<file path="config.mk">
export PLATFORM = sky130hd
export DESIGN_NAME = lzwe_ctrl
export DESIGN_NICKNAME = d
export VERILOG_FILES = /design/src/rtl/core/lzwe_pkg.sv /design/src/rtl/core/lzwe_ctrl.sv
export SDC_FILE = /design/constraint.sdc
export NUM_CORES = 1
export LEC_CHECK = 0
export ABC_AREA = 0
export CAP_MARGIN = 30
export CORE_MARGIN = 10
export CORE_UTILIZATION = 45
export CTS_CLUSTER_SIZE = 40
export DETAILED_ROUTE_END_ITERATION = 10
export DONT_BUFFER_PORTS = 1
export PLACE_DENSITY_LB_ADDON = 0.08
export SLEW_MARGIN = 20
export SYNTH_ARGS = -nofsm -noshare
export SYNTH_HDL_FRONTEND = slang
export SYNTH_SLANG_ARGS = --single-unit
</file>
<file path="constraint.sdc">
create_clock -name clk -period 4.95 [get_ports clk]
set_input_delay 0 -clock clk [delete_from_list [all_inputs] [get_ports clk]]
set_output_delay 0 -clock clk [all_outputs]
set_load 0.01 [all_outputs]
</file>
<file path="src/rtl/core/lzwe_pkg.sv">
`default_nettype none
// ---------------------------------------------------------------------------
// LZW encoder package
// Shared command and status types between controller and datapath.
// ---------------------------------------------------------------------------
package lzwe_pkg;

	localparam int unsigned BYTE_BITS   = 8;
	localparam int unsigned OUT_BITS    = 12;
	localparam int unsigned EPOCH_BITS  = 8;

	typedef enum logic [2:0] {
		DP_NOP,
		DP_LOAD,
		DP_READ,
		DP_STEP,
		DP_INSERT,
		DP_CLEAR_STEP
	} dp_op_t;

	typedef struct packed {
		dp_op_t op;
		logic   take_hit;
		logic   set_byte;
		logic   clear_state;
	} dp_cmd_t;

	typedef struct packed {
		logic have_prefix;
		logic slot_valid;
		logic key_match;
		logic probe_done;
		logic can_insert;
		logic sweep_done;
		logic epoch_last;
	} dp_status_t;

endpackage
`default_nettype wire

</file>
<file path="src/rtl/core/lzwe_ctrl.sv">
`default_nettype none
// ---------------------------------------------------------------------------
// LZW encoder controller
// Sequences requests through probe, emit, insert and flush, and runs the dictionary clearing sweep.
// ---------------------------------------------------------------------------
module lzwe_ctrl #(
	parameter int unsigned CODE_BITS = 12
) (
	input  wire                            clk,
	input  wire                            arst_n,
	input  wire                            in_valid,
	output logic                           in_ready,
	input  wire                            end_of_data,
	input  wire                            out_ready,
	output logic                           out_valid,
	output logic [lzwe_pkg::OUT_BITS-1:0]  out_code,
	output logic                           last_code,
	input  lzwe_pkg::dp_status_t           status,
	input  wire [CODE_BITS-1:0]            prefix,
	output lzwe_pkg::dp_cmd_t              cmd
);
	import lzwe_pkg::*;

	typedef enum logic [2:0] {
		S_IDLE, S_READ, S_CHECK, S_MISS, S_FLUSH, S_SWEEP
	} state_t;

	state_t state_q;
	logic   last_q;
	logic   out_free;
	logic   emit;

	assign out_free = !out_valid || out_ready;
	assign emit     = out_free && (state_q == S_MISS || state_q == S_FLUSH);
	assign in_ready = (state_q == S_IDLE);

	always_comb begin
		cmd = '{op: DP_NOP, take_hit: 1'b0, set_byte: 1'b0, clear_state: 1'b0};
		unique case (state_q)
			S_IDLE: begin
				if (in_valid) begin
					if (status.have_prefix) begin
						cmd.op = DP_LOAD;
					end else begin
						cmd.set_byte = 1'b1;
					end
				end
			end
			S_READ: cmd.op = DP_READ;
			S_CHECK: begin
				if (status.slot_valid && status.key_match) begin
					cmd.take_hit = 1'b1;
				end else if (status.slot_valid && !status.probe_done) begin
					cmd.op = DP_STEP;
				end
			end
			S_MISS: begin
				if (out_free) begin
					cmd.set_byte = 1'b1;
					if (status.can_insert && !status.slot_valid) begin
						cmd.op = DP_INSERT;
					end
				end
			end
			S_FLUSH: begin
				if (out_free) begin
					cmd.clear_state = 1'b1;
				end
			end
			S_SWEEP: cmd.op = DP_CLEAR_STEP;
			default: ;
		endcase
	end

	always_ff @(posedge clk or negedge arst_n) begin
		if (!arst_n) begin
			state_q   <= S_SWEEP;
			last_q    <= 1'b0;
			out_valid <= 1'b0;
			out_code  <= '0;
			last_code <= 1'b0;
		end else begin
			if (out_valid && out_ready && !emit) begin
				out_valid <= 1'b0;
			end
			unique case (state_q)
				S_IDLE: begin
					if (in_valid) begin
						last_q  <= end_of_data;
						if (status.have_prefix) begin
							state_q <= S_READ;
						end else if (end_of_data) begin
							state_q <= S_FLUSH;
						end
					end
				end
				S_READ: state_q <= S_CHECK;
				S_CHECK: begin
					if (status.slot_valid && status.key_match) begin
						state_q <= last_q ? S_FLUSH : S_IDLE;
					end else if (status.slot_valid && !status.probe_done) begin
						state_q <= S_READ;
					end else begin
						state_q <= S_MISS;
					end
				end
				S_MISS: begin
					if (out_free) begin
						out_valid <= 1'b1;
						out_code  <= OUT_BITS'(prefix);
						last_code <= 1'b0;
						state_q   <= last_q ? S_FLUSH : S_IDLE;
					end
				end
				S_FLUSH: begin
					if (out_free) begin
						out_valid <= 1'b1;
						out_code  <= OUT_BITS'(prefix);
						last_code <= 1'b1;
						state_q   <= status.epoch_last ? S_SWEEP : S_IDLE;
					end
				end
				S_SWEEP: begin
					if (status.sweep_done) begin
						state_q <= S_IDLE;
					end
				end
				default: state_q <= S_IDLE;
			endcase
		end
	end

endmodule
`default_nettype wire

</file>
==> impl_metrics.json <==
{
  "root_buffer": "clkbuf_4",
  "crit_fanout": 17,
  "cap_violations": 0,
  "syn_inst": 88,
  "pwr-share-comb_pct": 41.2,
  "path_class": "reg -> reg",
  "slew_headroom_pct": 48.8,
  "grt_pass1_vias": 768,
  "setup_tns_ns": 0,
  "n_fill_cell": 187,
  "initial_utilization_pct": 46.8,
  "hold_viol": 0,
  "tightest_slew_ns": 0.766,
  "startpoint_type": "register",
  "hp-class": "in -> reg",
  "drive_gt1_share_pct": 19.8,
  "wl_per_cell_um": 18.7,
  "grt_max_degree": 24,
  "cts_resized": 0,
  "finalSetupViolations": 0,
  "viasPerCell": 5.59,
  "grt_pass1_wl_um": 3880,
  "synth_top_area_share_pct": 39.1,
  "slowest_stage": "dlygate4sd3_1",
  "critPathArrivalTime_ns": 2.28,
  "ios": 45,
  "max_stage_delay_ns": 0.57,
  "clock_path_buffers": 2,
  "synth_area_leaders": "dfrtp_1 (39%), mux2_4 (15%), dfstp_2 (5.1%)",
  "period_minus_slack_ns": 2.11,
  "core_mm2": 0.00219,
  "drv_slew": 0,
  "syn_area_mm2": 0.00102,
  "p_total_uw": 730,
  "crit_path_end_kind": "register",
  "netSwitchingPower_uw": 277,
  "critPathRequiredTime_ns": 5.12,
  "synthSimpleGateAreaFrac_pct": 17.5,
  "postCtsSetupRepairBufs": 0,
  "worst-path-buf-inv": 1,
  "grt.total_usage_pct": 10.9,
  "power.internal_uw": 453,
  "antenna_left": 0,
  "final_area_mm2": 0.00125,
  "layout_commonest_cell": "dlygate4sd3_1",
  "utilization_pct": 57.0,
  "wirelength_um": 2510,
  "drt_iter0_markers": 101,
  "area_growth_pct": 21.9,
  "postSynthAreaPerCell_um2": 11.6,
  "cts_buffers": 3,
  "cts.sinks": 18,
  "final_nets": 131,
  "muxShareOfSynthArea_pct": 18.9,
  "num_vias": 749,
  "yosys.area.top_type": "dfrtp_1",
  "dp_cells": 111,
  "rsz0062_at_grt": "no",
  "clk_pin_slew_ns": 0.10,
  "outcome": "finished clean",
  "power_density_mw_per_mm2": 585,
  "layout.cells.non_filler": 134,
  "gr-total-overflow": 0,
  "crit_family": "simple AND/OR/NAND/NOR gates",
  "port_buffers": 0,
  "peakVddDrop_mv": 0.330,
  "synth_seq_cells": 18,
  "seqPwrFrac_pct": 46.6,
  "place_area_mm2": 0.00102,
  "htreeDepth": 1,
  "swShare_pct": 38.0,
  "yosys.area_share.xor_xnor_pct": 0,
  "cts_hold_buf": 19,
  "final.period_utilization_pct": 42.7,
  "fp.dieW_um": 67.7,
  "ys_warn_count": 0,
  "drc": 0,
  "crit_path_cell_trace": "nor3_1 -> nand2_1 -> mux2_2 -> dlygate4sd3_1",
  "hpwlAfterDp_um": 1760,
  "fp.dieArea_mm2": 0.00459,
  "die_h_um": 67.7,
  "cts_tree": "done",
  "layout_common_cells": "dlygate4sd3_1 (19), dfrtp_1 (16), mux2_4 (10)",
  "synth_top_family_by_area": "multiplexers",
  "num_rows": 17,
  "clock.fmax_ghz": 0.473,
  "yosys.area_share.adder_pct": 0,
  "ys_seq_area_share_pct": 44.2,
  "clock_power_share_pct": 12.2,
  "synth_compound_area_share_pct": 15.4,
  "antenna_found_initial": 0,
  "clk_latency_ns": 0.29,
  "detail_route.first_pass.iterations": 4,
  "fin_skew_ns": 0.00614,
  "synthesis.nets": 112,
  "num_antenna_cells": 0,
  "yosysUniqueCellTypes": 35,
  "routabilityCongestion": 0.756,
  "power.leakage_nw": 0.504
}
==> worst paths after layout <==
path	start	end	slack [ns]	cells past startpoint
worst max-delay path	state_q[1]$_DFFE_PN0P_	last_q$_DFFE_PN0P_	2.84	4
worst min-delay path	status[3]	state_q[1]$_DFFE_PN0P_	0.02	3
worst max register to register	state_q[1]$_DFFE_PN0P_	last_q$_DFFE_PN0P_	2.84	4
worst min register to register	out_code[2]$_DFFE_PN0P_	out_code[2]$_DFFE_PN0P_	0.60	1
max in group asynchronous	arst_n	out_code[10]$_DFFE_PN0P_	4.25	1
min in group asynchronous	arst_n	state_q[1]$_DFFE_PN0P_	0.22	1
==> synthesized netlist by cell type <==
cell type	instances
a2111o_1	1
a21boi_0	1
a21oi_1	4
a21oi_4	1
a32oi_1	2
and3b_1	1
buf_12	1
buf_2	2
clkbuf_1	2
dfrtp_1	16
dfstp_2	2
inv_1	1
mux2_2	3
mux2_4	10
mux2i_1	1
nand2_1	4
nand2b_1	6
nand3_1	1
nand3b_1	2
nand4b_1	1
nor2_1	3
nor2b_1	4
nor3_1	2
nor4_1	1
nor4b_1	1
nor4bb_1	1
o211ai_1	1
o21a_1	2
o21ai_0	4
o21bai_1	1
o311a_1	1
o31ai_1	2
o32a_1	1
or3_1	1
or3b_4	1
==> metal layers <==
metal,share of wire [%],global-route usage [%]
met3,12,4.79
met1,39,13.0
met4,0.56,3.85
met2,49,17.0
met5,0,0
==> cell families (layout without fill, tap and decap cells) <==
| group | after synthesis | count (layout) |
|---|---|---|
| simple gates | 29 | 29 |
| buf+inv | 6 | 24 |
| mux | 14 | 14 |
| flops | 18 | 18 |
| compound gates | 21 | 21 |
==> registers in the layout (all words and copies together), names as in the netlist <==
signal / cells
last_code: 1
state_q: 3
out_valid: 1
out_code: 12
last_q: 1
==> power by group through the flow <==
| stage | logic (mW) | registers (mW) | clock network, mW |
|---|---|---|---|
| after CTS | 0.302 | 0.342 | 0.0923 |
| after global placement | 0.270 | 0.342 | 0 |
| after detailed placement | 0.276 | 0.343 | 0 |
| after floorplan | 0.290 | 0.293 | 0 |
| final | 0.301 | 0.340 | 0.0890 |
| after global routing | 0.328 | 0.357 | 0.0985 |
==> tightest hold or removal path: stages <==
cell      delay, ns
nand2b_1       0.05
a21oi_1        0.07
o21a_1         0.16
==> metrics by stage <==
stage               hold slack, ns  setup WS, ns
finish                      0.0204          2.84
global route                0.0331          2.64
CTS                        0.00916          2.84
detailed placement          -0.295          2.89
global placement            -0.295          2.93
floorplan                   -0.296          3.27
==> final cells by class <==
| type | instances | area, µm² | area share (%) |
|---|---|---|---|
| tap | 28 | 35.0 | 2.81 |
| multi-input combinational | 64 | 531 | 42.5 |
| inverter | 1 | 3.75 | 0.301 |
| sequential | 18 | 453 | 36.3 |
| clock buffer | 4 | 36.3 | 2.91 |
| timing repair buffer | 19 | 190 | 15.2 |
Power figures use the tool's default switching activity.
